<file path="config.mk">
export PLATFORM = sky130hd
export DESIGN_NAME = telemetry_sentence_crc_framer_core
export DESIGN_NICKNAME = d
export VERILOG_FILES = /design/src/sv/tscf_pkg.sv /design/src/sv/telemetry_sentence_crc_framer_core.sv /design/src/sv/tscf_crc.sv /design/src/sv/tscf_emit.sv
export SDC_FILE = /design/constraint.sdc
export NUM_CORES = 1
export LEC_CHECK = 0
export ABC_CLOCK_PERIOD_IN_PS = 1900
export BUFFER_PORTS_ARGS = -buffer_cell sky130_fd_sc_hd__buf_2
export CORE_AREA = 8 8 114 142
export CTS_CLUSTER_DIAMETER = 60
export DETAILED_ROUTE_END_ITERATION = 8
export DIE_AREA = 0 0 122 150
export GPL_ROUTABILITY_DRIVEN = 0
export GPL_TIMING_DRIVEN = 1
export PLACE_DENSITY = 0.4
export SLEW_MARGIN = 25
export SYNTH_ARGS = -nofsm -noshare
export SYNTH_HDL_FRONTEND = slang
export SYNTH_SLANG_ARGS = --single-unit
export TNS_END_PERCENT = 1
</file>
<file path="constraint.sdc">
create_clock -name clk -period 1.9 [get_ports clk]
set_input_delay 0.095 -clock clk [delete_from_list [all_inputs] [get_ports clk]]
set_output_delay 0.095 -clock clk [all_outputs]
set_load 0.03 [all_outputs]
</file>
<file path="src/sv/tscf_pkg.sv">
package tscf_pkg;

	localparam int unsigned CHAR_W  = 8;
	localparam int unsigned FRAME_W = 11;
	localparam int unsigned CRC_W   = 16;
	localparam int unsigned IN_TDATA_W  = 8;
	localparam int unsigned OUT_TDATA_W = 24;

	localparam logic [CRC_W-1:0]  CRC_INIT = 16'hFFFF;
	localparam logic [CRC_W-1:0]  CRC_POLY = 16'h1021;
	localparam logic [CHAR_W-1:0] CHAR_DOLLAR  = 8'h24;
	localparam logic [CHAR_W-1:0] CHAR_STAR    = 8'h2A;
	localparam logic [CHAR_W-1:0] CHAR_NEWLINE = 8'h0A;

	typedef enum logic [2:0] {
		ST_CHAR,
		ST_STAR,
		ST_HEX3,
		ST_HEX2,
		ST_HEX1,
		ST_HEX0,
		ST_NL
	} emit_state_t;

	typedef struct packed {
		logic load;   // commit crc_next (or restart) into the running CRC
		logic clear;  // sentence ends: restart at CRC_INIT
	} crc_ctl_t;

	function automatic logic [CRC_W-1:0] crc_feed(input logic [CRC_W-1:0] crc,
			input logic [CHAR_W-1:0] ch);
		logic [CRC_W-1:0] c;
		c = crc ^ {ch, 8'h00};
		for (int k = 0; k < 8; k++) begin
			c = c[CRC_W-1] ? ((c << 1) ^ CRC_POLY) : (c << 1);
		end
		return c;
	endfunction

	function automatic logic [CHAR_W-1:0] hex_char(input logic [3:0] nib);
		return (nib < 4'd10) ? (8'h30 + {4'h0, nib}) : (8'h37 + {4'h0, nib});
	endfunction

	function automatic logic [FRAME_W-1:0] line_frame(input logic [CHAR_W-1:0] ch);
		return {2'b11, ch, 1'b0};
	endfunction

endpackage

</file>
<file path="src/sv/telemetry_sentence_crc_framer_core.sv">
// A request is registered at the input when accepted and loaded into the output register when it is taken.
// Throughput: one request per cycle while the output is not stalled; a request with tlast set yields seven
// results in order and holds the input while the six trailer results go out.
// The CRC is a combinational byte update between the input and output registers.
// Reset (arst_n low) clears both valid bits, the trailer sequencer, and sets the CRC to 0xFFFF.
module telemetry_sentence_crc_framer_core
	import tscf_pkg::*;
(
	input  logic                   clk,
	input  logic                   arst_n,
	input  logic                   s_axis_tvalid,
	output logic                   s_axis_tready,
	input  logic [IN_TDATA_W-1:0]  s_axis_tdata,  // [7:0] char_byte
	input  logic                   s_axis_tlast,
	output logic                   m_axis_tvalid,
	input  logic                   m_axis_tready,
	output logic [OUT_TDATA_W-1:0] m_axis_tdata,  // [7:0] out_char, [18:8] line_frame, pad
	output logic                   m_axis_tlast
);

	logic              valid_s1;
	logic [CHAR_W-1:0] char_s1;
	logic              last_s1;
	logic              take;
	logic              accept;
	crc_ctl_t          crc_ctl;
	logic [CRC_W-1:0]  crc_next;
	logic [CHAR_W-1:0] out_char;
	logic [FRAME_W-1:0] out_frame;

	assign s_axis_tready = !valid_s1 || take;
	assign accept        = s_axis_tvalid && s_axis_tready;

	always_ff @(posedge clk or negedge arst_n) begin
		if (!arst_n) begin
			valid_s1 <= 1'b0;
		end else if (accept) begin
			valid_s1 <= 1'b1;
		end else if (take) begin
			valid_s1 <= 1'b0;
		end
	end

	always_ff @(posedge clk) begin
		if (accept) begin
			char_s1 <= s_axis_tdata[CHAR_W-1:0];
			last_s1 <= s_axis_tlast;
		end
	end

	tscf_crc u_crc (
		.clk       (clk),
		.arst_n    (arst_n),
		.ctl       (crc_ctl),
		.char_byte (char_s1),
		.crc_next  (crc_next)
	);

	tscf_emit u_emit (
		.clk       (clk),
		.arst_n    (arst_n),
		.valid_s1  (valid_s1),
		.char_s1   (char_s1),
		.last_s1   (last_s1),
		.crc_next  (crc_next),
		.take      (take),
		.crc_ctl   (crc_ctl),
		.out_valid (m_axis_tvalid),
		.out_ready (m_axis_tready),
		.out_char  (out_char),
		.out_frame (out_frame),
		.out_eos   (m_axis_tlast)
	);

	assign m_axis_tdata = {{(OUT_TDATA_W-CHAR_W-FRAME_W){1'b0}}, out_frame, out_char};

endmodule

</file>
<file path="src/sv/tscf_crc.sv">
module tscf_crc
	import tscf_pkg::*;
(
	input  logic              clk,
	input  logic              arst_n,
	input  crc_ctl_t          ctl,
	input  logic [CHAR_W-1:0] char_byte,
	output logic [CRC_W-1:0]  crc_next
);

	logic [CRC_W-1:0] crc_q;

	// '$' is framed but skipped by the CRC
	assign crc_next = (char_byte == CHAR_DOLLAR) ? crc_q : crc_feed(crc_q, char_byte);

	always_ff @(posedge clk or negedge arst_n) begin
		if (!arst_n) begin
			crc_q <= CRC_INIT;
		end else if (ctl.load) begin
			crc_q <= ctl.clear ? CRC_INIT : crc_next;
		end
	end

endmodule

</file>
<file path="src/sv/tscf_emit.sv">
module tscf_emit
	import tscf_pkg::*;
(
	input  logic              clk,
	input  logic              arst_n,
	input  logic              valid_s1,
	input  logic [CHAR_W-1:0] char_s1,
	input  logic              last_s1,
	input  logic [CRC_W-1:0]  crc_next,
	output logic              take,
	output crc_ctl_t          crc_ctl,
	output logic              out_valid,
	input  logic              out_ready,
	output logic [CHAR_W-1:0] out_char,
	output logic [FRAME_W-1:0] out_frame,
	output logic              out_eos
);

	emit_state_t      state_q, state_d;
	logic [CRC_W-1:0] tcrc_q;
	logic             m_valid_q;
	logic [CHAR_W-1:0] char_q;
	logic             eos_q;
	logic             out_free;
	logic             load;
	logic [CHAR_W-1:0] ld_char;
	logic             ld_eos;

	assign out_free = !m_valid_q || out_ready;

	always_comb begin
		state_d = state_q;
		case (state_q)
			ST_CHAR: if (out_free && valid_s1 && last_s1) state_d = ST_STAR;
			ST_STAR: if (out_free) state_d = ST_HEX3;
			ST_HEX3: if (out_free) state_d = ST_HEX2;
			ST_HEX2: if (out_free) state_d = ST_HEX1;
			ST_HEX1: if (out_free) state_d = ST_HEX0;
			ST_HEX0: if (out_free) state_d = ST_NL;
			ST_NL:   if (out_free) state_d = ST_CHAR;
			default: state_d = ST_CHAR;
		endcase
	end

	always_comb begin
		take    = 1'b0;
		load    = 1'b0;
		ld_char = char_s1;
		ld_eos  = 1'b0;
		case (state_q)
			ST_CHAR: begin
				take = out_free && valid_s1;
				load = take;
			end
			ST_STAR: begin
				load    = out_free;
				ld_char = CHAR_STAR;
			end
			ST_HEX3: begin
				load    = out_free;
				ld_char = hex_char(tcrc_q[15:12]);
			end
			ST_HEX2: begin
				load    = out_free;
				ld_char = hex_char(tcrc_q[11:8]);
			end
			ST_HEX1: begin
				load    = out_free;
				ld_char = hex_char(tcrc_q[7:4]);
			end
			ST_HEX0: begin
				load    = out_free;
				ld_char = hex_char(tcrc_q[3:0]);
			end
			ST_NL: begin
				load    = out_free;
				ld_char = CHAR_NEWLINE;
				ld_eos  = 1'b1;
			end
			default: begin
				load = 1'b0;
			end
		endcase
		crc_ctl.load  = take;
		crc_ctl.clear = last_s1;
	end

	always_ff @(posedge clk or negedge arst_n) begin
		if (!arst_n) begin
			state_q   <= ST_CHAR;
			m_valid_q <= 1'b0;
		end else begin
			state_q <= state_d;
			if (load) begin
				m_valid_q <= 1'b1;
			end else if (out_ready) begin
				m_valid_q <= 1'b0;
			end
		end
	end

	always_ff @(posedge clk) begin
		if (load) begin
			char_q <= ld_char;
			eos_q  <= ld_eos;
		end
		if (take && last_s1) begin
			tcrc_q <= crc_next;
		end
	end

	assign out_valid = m_valid_q;
	assign out_char  = char_q;
	assign out_frame = line_frame(char_q);
	assign out_eos   = eos_q;

endmodule
</file>
# Word level (Yosys, flattened, before mapping)
# Cells that the tools add are included.
[op_classes]
addsub = 8
order_cmp = 4
n_eq_ne = 14
mux = 30
n_bitwise = 9
n_reduce_logical = 13
[ops]
columns = ["operator", "n"]
rows = [
  ["2-to-1 mux 13 bit", 8],
  ["adder 6 x 4 -> 7 bit, first input constant", 8],
  ["one-hot mux 8 bit (6 select lines)", 1],
  ["2-to-1 mux 16 bit", 2],
  ["2-to-1 mux 8 bit", 4],
  ["inverter 3 bit", 8],
  ["2-to-1 mux 3 bit", 7],
  ["one-hot mux 3 bit (7 select lines)", 1],
  ["less-than comparator 4 bit, second input constant", 4],
  ["bitwise XOR 16 bit", 1],
  ["!= test 2 x 1 -> 1 bit, second input constant", 7],
  ["equality test 3 bit, second input constant", 3],
  ["equality test 8 x 6 -> 1 bit, second input constant", 1],
  ["AND reduction 7 bit", 1],
  ["equality test 3 x 2 -> 1 bit, second input constant", 2],
  ["2-to-1 mux 1 bit", 6],
  ["OR reduction 6 bit", 1],
  ["logical AND 1 bit", 4],
  ["nonzero test 2 bit", 2],
  ["equality test 3 x 1 -> 1 bit, second input constant", 1],
  ["zero test 3 bit", 1],
  ["zero test 1 bit", 2],
  ["logical OR 1 bit", 2],
  ["one-hot mux 1 bit (2 select lines)", 1],
]
[totals]
reg_bits = 55
input_bits = 13
out_inout_bits = 27
elab_cells = 87

# Longest topological paths before layout
# Gate-level depths: netlist of run 1.
[depth]
depth_word = 19
depth_mapped = 7

# Cells and area by module
# Synthesis of run 1 repeated with hierarchy kept, for this count alone.
[hier_totals]
hier_cells = 287
hier_area_um2 = 3337.0
[modules_own_cells]
columns = ["module", "instances", "cells_each", "area_each_um2"]
rows = [
  ["tscf_emit", 1, 176, 1749.2],
  ["tscf_crc", 1, 92, 1222.4],
  ["telemetry_sentence_crc_framer_core", 1, 19, 365.4],
]

# Worst setup path before layout of run 1
# OpenSTA, ideal clock, no wires.
[synth_timing]
path_type = "register to register"
from = "reg u_emit.m_valid_q (netlist: u_emit.out_valid)"
to = "reg u_emit.tcrc_q[0] (enable)"
setup_time_ps = 374
arrival_time_ps = 1780
required_ps = 1526
path_slack_ps = -254
stages_incl_launch_ff = 7
path_buffers = 3
synth_period_minus_slack_ps = 2154
cell_sequence = "dfrtp_1 > nand2b_1 > clkbuf_1 > and3_1 > buf_2 > buf_2 > and2_1"
[synth_between]
elab_chain_len = 5
[synth_rtl]
columns = ["element", "line_no", "source"]
rows = [
  ["from (decl)", "tscf_emit.sv:21", "logic m_valid_q;"],
  ["from (signal assigned)", "tscf_emit.sv:91", "m_valid_q <= 1'b0;"],
  ["from (signal assigned)", "tscf_emit.sv:95", "m_valid_q <= 1'b1;"],
  ["from (signal assigned)", "tscf_emit.sv:97", "m_valid_q <= 1'b0;"],
  ["zero test 1 bit", "tscf_emit.sv:29", "assign out_free = !m_valid_q || out_ready;"],
  ["logical OR 1 bit", "tscf_emit.sv:29", ""],
  ["logical AND 1 bit", "tscf_emit.sv:52", "take = out_free && valid_s1;"],
  ["2-to-1 mux 1 bit", "tscf_emit.sv:50", "case (state_q)"],
  ["logical AND 1 bit", "tscf_emit.sv:107", "if (take && last_s1) begin"],
  ["to (signal assigned)", "tscf_emit.sv:108", "tcrc_q <= crc_next;"],
  ["to (decl)", "tscf_emit.sv:20", "logic [CRC_W-1:0] tcrc_q;"],
]
# Every way passes these cells.
# A chain may end at the register's enable or synchronous reset.

# Final worst setup path of run 1
[layout_timing]
from = "reg u_emit.tcrc_q[5]"
to = "reg u_emit.char_q[6] (netlist: u_emit.out_char[6]), data pin"
[layout_between]
elab_chain_len = 3
elab_cells_between_ends = 5
[layout_rtl]
columns = ["element", "line_no", "source"]
rows = [
  ["adder 6 x 4 -> 7 bit / less-than comparator 4 bit (equally long branches)", "tscf_pkg.sv:41", "return (nib < 4'd10) ? (8'h30 + {4'h0, nib}) : (8'h37 + {4'h0, nib});"],
  ["2-to-1 mux 8 bit (*)", "tscf_pkg.sv:41", ""],
  ["one-hot mux 8 bit (6 select lines) (*)", "tscf_emit.sv:50", ""],
  ["net u_emit.ld_char[6]", "tscf_emit.sv:26", "logic [CHAR_W-1:0] ld_char;"],
  ["to (signal assigned)", "tscf_emit.sv:104", "char_q <= ld_char;"],
  ["to (decl)", "tscf_emit.sv:22", "logic [CHAR_W-1:0] char_q;"],
]
# Mark *: on every way through the listed nets, which the timed path passes. The rest lies on a longest branch.

==> metrics.cfg, run 1 <==
[run_status]
outcome = finished, final reports clean

[clock_tree]
clock_latency_ns = 0.30
cts_buffers = 5
clockBufferDepth = 2
cts_tree = yes
cts.sinks = 55
htree_levels = 2
cts_root_buf = clkbuf_16
clk_pin_slew_ns = 0.08

[synthesis]
syn_avg_cell_area_um2 = 9.97
synth.cell_area_um2 = 3260
synth-main-ff-cell = edfxtp_1
synth_area_leaders = edfxtp_1 31%, dfstp_2 13%, a21oi_1 5.5%
synth.most_common_cell = a21oi_1
synth_common_cells = 36 x a21oi_1, 34 x edfxtp_1, 29 x nand2_1, 29 x o21ai_0, 24 x nor2_1
ys_seq_elements = 55
synth_seq_area_share_pct = 48.1
synth_largest_area_cell = edfxtp_1
synth-warning-count = 0
async_reset_ff_share_pct = 38.2
synth_top_area_share_pct = 31.3
synth_edf_count = 34
yosysUniqueCellTypes = 43
netlist_instances = 327

[worst_setup_path]
cpMaxStageDelayCell = mux4_2
cp.required_ns = 1.94
crit_family = multiplexers
critPathKind = flop to flop
worstSetupEndpointType = flop
crit_buf_inv = 2
worstPathArrival_ns = 1.83
critPathMostFrequentCell = inv_1
max_stage_delay_ns = 0.47
start_kind = flop
cp_cell_sequence = inv_1, ha_1, inv_1, a21oi_1, o22ai_1, mux4_2
crit_fanout = 6

[global_routing]
grt_max_degree = 26
first_global_vias = 2490
overflow = 0
groute.usage.overall_pct = 9.71
grt_pass1_wl_um = 13600
antenna_found_initial = 0

[sta]
setup_viol = 0
slew_violations = 0
clock_skew_ns = 0.00980
period_share_pct = 94.5
tightest_slew_ns = 0.538
rsz0062_at_grt = false
fin_crit_ns = 1.79
timing.fmax_ghz = 0.557
relSlewSlack_pct = 64.1
hold_viol_final = 0

[run]
drv_cap = 0

[route]
drc_errors = 0
first_pass_iters = 4
vias = 2494
ant_nets = 0
routed_wl_um = 8540
drtIter0Drc = 116
routed_via_density = 4.44
wl_per_cell_um = 15.2

[place]
dp_hpwl_um = 6680
port_buffers = 31

[die]
die_area_um2 = 18300
initial_core_util_pct = 23.2
rows = 49
num_io_pins = 40
die_height_um = 150
core_um2 = 14000
die_w_um = 122

[pwr]
cellLeakagePower_uw = 0.00154
p_per_area_nw_per_um2 = 1760
peakVddDrop_mv = 0.485
finalPower_uw = 7110

[final_layout]
drive_above_1_share_pct = 26.8
final_net_count = 400
antenna_cells = 0
area_delta_synth_final_pct = 23.7
utilization_pct = 28.7

[hold_path]
min_path_type = input pin to flop

[final timing paths]
path	start	endpoint	slack (ns)	depth (start not counted)
setup / recovery	u_emit.tcrc_q[5]	u_emit.out_char[6]	0.11	6
hold / removal	m_axis_tready	u_emit.out_valid	0.07	3
setup reg to reg	u_emit.tcrc_q[5]	u_emit.out_char[6]	0.11	6
hold reg to reg	u_emit.out_valid	u_emit.out_valid	0.51	1
max in group asynchronous	arst_n	u_crc.crc_q[1]	1.21	2
min in group asynchronous	arst_n	u_emit.state_q[0]	0.32	2
[per-stage QoR]
stage / hold slack, ns / cell area [um2] / setup TNS (ns) / cells / setup slack [ns]
after floorplan: -0.201 / 3280 / -1.16 / 333 / -0.0726
after global placement: 0.123 / 3730 / 0 / 542 / 0.128
after detailed placement: 0.119 / 3730 / 0 / 542 / 0.116
after CTS: 0.0645 / 4010 / 0 / 561 / 0.106
after global routing: 0.0682 / 4030 / 0 / 562 / 0.00966
final: 0.0744 / 4030 / 0 / 562 / 0.105
[worst register-to-register path: stages (launching register included)]
cell      delay, ns
edfxtp_1       0.46
inv_1          0.09
ha_1           0.18
inv_1          0.05
a21oi_1        0.13
o22ai_1        0.16
mux4_2         0.47
[area by class of cell]
type                       instances  area (um2)
sequential                        55        1570
inverter                          14        52.6
clock inverter                     2        37.5
tap                              178         223
fill                            1469       10000
clock buffer                       6         129
multi-input combinational        231        1480
timing repair buffer              76         546
[cell families (layout without fill, tap and decap cells)]
| kind of cell | Yosys count | in the layout | synth area share [%] |
|---|---|---|---|
| fa+ha+maj | 4 | 4 | 1.54 |
| other cells | 2 | 8 | 0.230 |
| buf+inv | 47 | 98 | 7.75 |
| compound gates | 96 | 96 | 17.6 |
| xor+xnor | 28 | 28 | 8.91 |
| mux | 5 | 5 | 2.30 |
| flops | 55 | 55 | 48.1 |
| simple gates | 90 | 90 | 13.6 |
[what timing repair did]
action | 4_1_cts | 5_1_grt
endpoints found under the hold margin | 15 | 0
resized for setup | 0 | 2
setup endpoints to repair | 0 | 6
hold buffers | 11 | 0
buffers inserted | 0 | 1
[per-layer routing]
metal | global-route usage, % | part of all wire [%] | wire (um) | up-vias
met5 | 0 | 0 | 0 | -
met4 | 5.88 | 4.4 | 374 | 0
met3 | 1.47 | 3.6 | 307 | 18
met2 | 17.0 | 51 | 4330 | 56
met1 | 10.9 | 41 | 3520 | 1172
li1 | - | - | - | 1248
[registers in the layout, summed over array words and instances (netlist names)]
register / cells
u_emit.out_eos: 1
char_s1: 8
u_emit.out_char: 8
u_emit.out_valid: 1
u_emit.tcrc_q: 16
u_emit.state_q: 3
last_s1: 1
u_crc.crc_q: 16
valid_s1: 1
[cell usage in the layout, fill, tap and decap left out, types with 2 or more instances in the layout]
cell type      synthesis  layout
ha_1                   4       4
dfrtp_1                5       5
or3_1                  4       4
and2_1                 5       3
nor3_1                 5       5
xor2_1                 7       7
buf_2                 10      31
dfstp_2               16      16
and2_2                 0       2
a21oi_1               36      36
and4b_1                4       4
nand3_1                5       5
nand2b_1               7       7
o21ai_0               29      29
nand2_1               29      29
clkbuf_16              0       5
buf_12                 0       2
dlygate4sd3_1          0      11
conb_1                 2       8
a211oi_1               3       3
o21a_1                 2       2
edfxtp_1              34      34
inv_1                 14      14
o22a_1                11      11
mux4_2                 2       2
nor4b_2                0       2
nor2_1                24      24
xnor2_1               15      15
buf_4                 17      32
o22ai_1                5       5
a2111oi_0              2       2
xnor2_2                5       5
mux2i_1                3       3
a31oi_1                2       2
[where the power goes]
group	switching [uW]	internal, uW	total (uW)	leakage [uW]
sequential	369	1990	2350	0.000545
clock	438	624	1060	0.0000771
combinational	2130	1560	3690	0.000916
Power figures use the tool's default switching activity.
==> run 2, diff against run 1 <==
Settings changed: ABC_CLOCK_PERIOD_IN_PS 1900 to 1800, CORE_AREA 8 8 114 142 to 8 8 112 139, DIE_AREA 0 0 122 150 to 0 0 120 147.
Clock period 1.9 ns to 1.8 ns, I/O delays scaled along.
==> run 2 against run 1 <==
Setup slack worse by 0.054 ns; utilization is 1.6 points higher; hold slack better by 0.0019 ns; critical path depth is 1 lower; final area is 1.6% higher; clock skew is 0.00093 ns higher; sequential share of layout area is 0.63 points lower; count of clock-buffer cells in the layout stayed put; die area is 3.6% lower; final cell count is 1.2% higher; non-clock buffer count is 10 higher; fmax is 2.7% higher; critical path type unchanged.
==> metrics.cfg, run 2 (same netlist as run 1, synthesis figures left out) <==
[sta]
fin_crit_ns = 1.75
period_share_pct = 97.1
holdWs_ns = 0.0763
hold_viol_final = 0
tightest_slew_ns = 0.539
fin_ws_ns = 0.0517
clock_skew_ns = 0.0107
setup_viol = 0
slew_violations = 0
relSlewSlack_pct = 64.1
timing.fmax_ghz = 0.572

[worst_setup_path]
crit_fanout = 4
worstPathArrival_ns = 1.79
cp_cell_sequence = buf_4, xor2_2, xnor2_2, xor2_1, o21ai_0
worstSetupEndpointType = flop
cpMaxStageDelayCell = edfxtp_1
critPathKind = flop to flop
reg2regPathDepth = 5
start_kind = flop
cp.required_ns = 1.85
max_stage_delay_ns = 0.42

[final_layout]
area_delta_synth_final_pct = 25.7
drive_above_1_share_pct = 29.7
final_cell_mix = 42 x buf_4, 35 x a21oi_1, 34 x edfxtp_1, 31 x buf_2, 29 x o21ai_0
utilization_pct = 30.3
antenna_cells = 0
final_common_cell = buf_4
top_regs = u_crc.crc_q: 16 flops, u_emit.tcrc_q: 16 flops
nFillCells = 1413
final_net_count = 410

[clock_tree]
cts.sinks = 55
cts_root_buf = clkbuf_16
cts_tree = yes
clockBufferDepth = 2
clock_latency_ns = 0.30
cts_buffers = 5
htree_levels = 2
clk_pin_slew_ns = 0.08
postCtsSetupRepairBufs = 0

[global_routing]
grt_max_degree = 22
groute.usage.overall_pct = 9.68
overflow = 0
antenna_found_initial = 0
grt_pass1_wl_um = 13200
first_global_vias = 2473

[run_status]
outcome = finished, final reports clean

[die]
die_w_um = 120
num_io_pins = 40
die_height_um = 147
die_area_um2 = 17600
initial_core_util_pct = 24.1
rows = 48
core_um2 = 13500

[route]
routed_wl_um = 8480
ant_nets = 0
first_pass_iters = 4
vias = 2511
wl_per_cell_um = 14.9
drtIter0Drc = 91
drc_errors = 0
routed_via_density = 4.41

[pwr]
finalPower_uw = 7540
peakVddDrop_mv = 0.626
cellInternalPower_uw = 4380
pwr-share-seq_pct = 32.7
cellLeakagePower_uw = 0.00158
power_frac_comb_pct = 54.4
p_clk_share_pct = 12.9
p_per_area_nw_per_um2 = 1840
swShare_pct = 41.9
switching_power_uw = 3160

[place]
place_ws_ns = 0.0192
dp_hpwl_um = 6730
port_buffers = 31

[hold_path]
holdPathStages = 3
min_path_type = input pin to flop

[run]
drv_cap = 0

[run 2: metal layers]
metal	global-route usage, %	wire length [um]	up-vias	share of wire (%)
li1	-	-	1271	-
met4	5.07	248	0	2.9
met2	17.8	4520	39	53
met5	0	0	-	0
met1	10.5	3470	1190	41
met3	1.34	238	11	2.8
[run 2: area by class of cell]
type / count / area (um2) / area share [%]
Clock buffer: 6 / 129 / 3.15
Timing Repair Buffer: 86 / 621 / 15.1
Multi-Input combinational cell: 231 / 1490 / 36.5
Sequential cell: 55 / 1570 / 38.2
Clock inverter: 2 / 16.3 / 0.397
Tap cell: 175 / 219 / 5.34
Inverter: 14 / 52.6 / 1.28
[run 2: timing repair]
item / in CTS / in global routing
hold buffers: 11 / 0
endpoints found under the hold margin: 15 / 0
setup endpoints to repair: 0 / 18
resized for setup: 0 / 5
[run 2: path summary, 6_finish.rpt]
kind	from	endpoint	slack [ns]
setup reg to reg	char_s1[6]	u_emit.tcrc_q[14]	0.05
hold reg to reg	u_emit.out_valid	u_emit.out_valid	0.53
setup / recovery	char_s1[6]	u_emit.tcrc_q[14]	0.05
max in group asynchronous	arst_n	u_crc.crc_q[10]	1.12
hold / removal	m_axis_tready	u_emit.out_valid	0.08
min in group asynchronous	arst_n	valid_s1	0.31
[run 2: metrics by stage]
step	instances	setup TNS (ns)	cell area (um2)
after floorplan	333	-1.26	3290
after global placement	550	-0.0189	3820
after detailed placement	550	0	3820
after CTS	569	0	4070
after global routing	569	-0.0148	4100
final	569	0	4100
[run 2: worst max-delay path, delay by kind of cell (launching register included)]
kind	cells	cell delay (ns)
DFF	1	0.42
xor gates and xnor gates	3	0.79
AOI/OAI and AO/OA	1	0.10
buffers and inverters	1	0.18
[run 2: power groups by stage]
| stage | Combinational, uW | Clock, uW | Sequential, uW |
|---|---|---|---|
| after floorplan | 2600 | 0 | 2630 |
| after global placement | 4130 | 0 | 2480 |
| after detailed placement | 4110 | 0 | 2490 |
| after CTS | 4140 | 1030 | 2470 |
| after global routing | 4450 | 1060 | 2540 |
| final | 4100 | 975 | 2460 |
==> run 3, diff against run 2 <==
Settings changed: PLACE_DENSITY 0.4 to default.
==> run 3 against run 2 <==
Sequential cell count did not move; utilization fell by 0.94 points; final cell count fell by 3.2%; combinational power fell by 6.1%; clock power rose by 12%; count of clock-buffer cells in the layout did not move; setup slack improved by 0.012 ns; non-clock buffer count fell by 18; largest cell class unchanged; highest routed layer unchanged; sequential power rose by 2%; hold slack got worse by 0.0064 ns; final area fell by 3.1%; sequential share of layout area rose by 1.2 points.
==> metrics.cfg, run 3 (same netlist as run 1, synthesis figures left out) <==
[run_status]
outcome = finished, final reports clean

[place]
place_inst = 532
port_buffers = 31
dp_hpwl_um = 5990

[worst_setup_path]
reg2regPathDepth = 6
crit_fanout = 3
cpMaxStageDelayCell = mux4_2
start_kind = flop
crit_buf_inv = 2
critPathKind = flop to flop
worstSetupPathDepth = 6
worstSetupEndpointType = flop
cp.required_ns = 1.84
max_stage_delay_ns = 0.46
critPathMostFrequentCell = inv_1
crit_family = multiplexers
cp_cell_sequence = inv_1, ha_1, inv_1, a21oi_1, o22ai_2, mux4_2
worstPathArrival_ns = 1.77

[global_routing]
overflow = 0
antenna_found_initial = 0
grt_max_degree = 26
first_global_vias = 2476
grt_pass1_wl_um = 12400
groute.usage.overall_pct = 8.90

[sta]
clock_skew_ns = 0.00966
slew_violations = 0
fin_crit_ns = 1.74
relSlewSlack_pct = 65.6
timing.fmax_ghz = 0.576
tightest_slew_ns = 0.516
period_share_pct = 96.5
holdWs_ns = 0.0699
hold_viol_final = 0
setup_viol = 0
rsz0062_at_grt = true
setup_tns_ns = 0

[die]
rows = 48
die_height_um = 147
num_io_pins = 40
core_um2 = 13500
die_area_um2 = 17600
initial_core_util_pct = 24.1
die_w_um = 120

[route]
wl_per_cell_um = 14.1
routed_via_density = 4.66
vias = 2565
first_pass_iters = 8
drtIter0Drc = 188
routed_wl_um = 7790
ant_nets = 0
drc_errors = 0

[final_layout]
antenna_cells = 0
final_cell_mix = 36 x a21oi_1, 34 x edfxtp_1, 31 x buf_2, 29 x o21ai_0, 28 x nand2_1
final_common_cell = a21oi_1
top_regs = u_crc.crc_q: 16 flops, u_emit.tcrc_q: 16 flops
final_net_count = 392
stdcell_count = 551
area_delta_synth_final_pct = 21.8
drive_above_1_share_pct = 25.8

[clock_tree]
cts_root_buf = clkbuf_16
cts.sinks = 55
htree_levels = 2
clockBufferDepth = 2
clk_pin_slew_ns = 0.07
cts_buffers = 5
postCtsSetupRepairBufs = 0
cts_tree = yes
clock_latency_ns = 0.29

[pwr]
peakVddDrop_mv = 0.605
cellLeakagePower_uw = 0.00150
p_per_area_nw_per_um2 = 1880

[hold_path]
holdPathStages = 3
min_path_type = input pin to flop

[run]
drv_cap = 0

## run 3: path summary, 6_finish.rpt
kind                                        from            endpoint  slack, ns
worst min register to register  u_emit.out_valid    u_emit.out_valid       0.51
worst min-delay path               m_axis_tready    u_emit.out_valid       0.07
worst max register to register  u_emit.tcrc_q[0]  u_emit.out_char[6]       0.06
min in group asynchronous                 arst_n    u_emit.out_valid       0.33
max in group asynchronous                 arst_n      u_crc.crc_q[8]       1.11
worst max-delay path            u_emit.tcrc_q[0]  u_emit.out_char[6]       0.06
## run 3: worst register-to-register path: cells and delay by family (launching register included)
| kind | cells | cell delay (ns) |
|---|---|---|
| adders and majority gates | 1 | 0.19 |
| buffers and inverters | 2 | 0.14 |
| DFF | 1 | 0.42 |
| AOI/OAI and AO/OA | 2 | 0.28 |
| muxes | 1 | 0.46 |
## run 3: metrics by stage
stage | util [%] | area, um2 | power, uW | setup WS [ns]
floorplan | - | 3290 | 5230 | -0.0788
CTS | 29.2 | 3950 | 7470 | 0.0258
detailed placement | 27.2 | 3670 | 6330 | 0.0474
global placement | 27.2 | 3670 | 6280 | 0.0628
finish | 29.4 | 3970 | 7450 | 0.0635
global route | 29.4 | 3970 | 7920 | -0.0181
## run 3: routing by layer
metal	part of all wire, %	wire length [um]	global-route usage [%]
met5	0	0	0
met3	5.9	456	2.38
met4	5.1	399	6.45
met1	39	3030	9.47
met2	50	3900	14.9
## run 3: power by group
| group | switching [uW] | internal, uW |
|---|---|---|
| logic | 2250 | 1600 |
| registers | 409 | 2100 |
| clock network | 435 | 658 |
## run 3: area by class of cell
class,count,area (um2)
Clock buffer,6,129
Clock inverter,2,36.3
Fill cell,1400,9540
Inverter,14,52.6
Multi-Input combinational cell,231,1490
Sequential cell,55,1570
Tap cell,175,219
Timing Repair Buffer,68,473
## run 3: timing repair
| item | in CTS | in global routing |
|---|---|---|
| resized for setup | 0 | 5 |
| endpoints found under the setup margin | 0 | 22 |
| hold endpoints to repair | 15 | 0 |
| hold buffers | 11 | 0 |
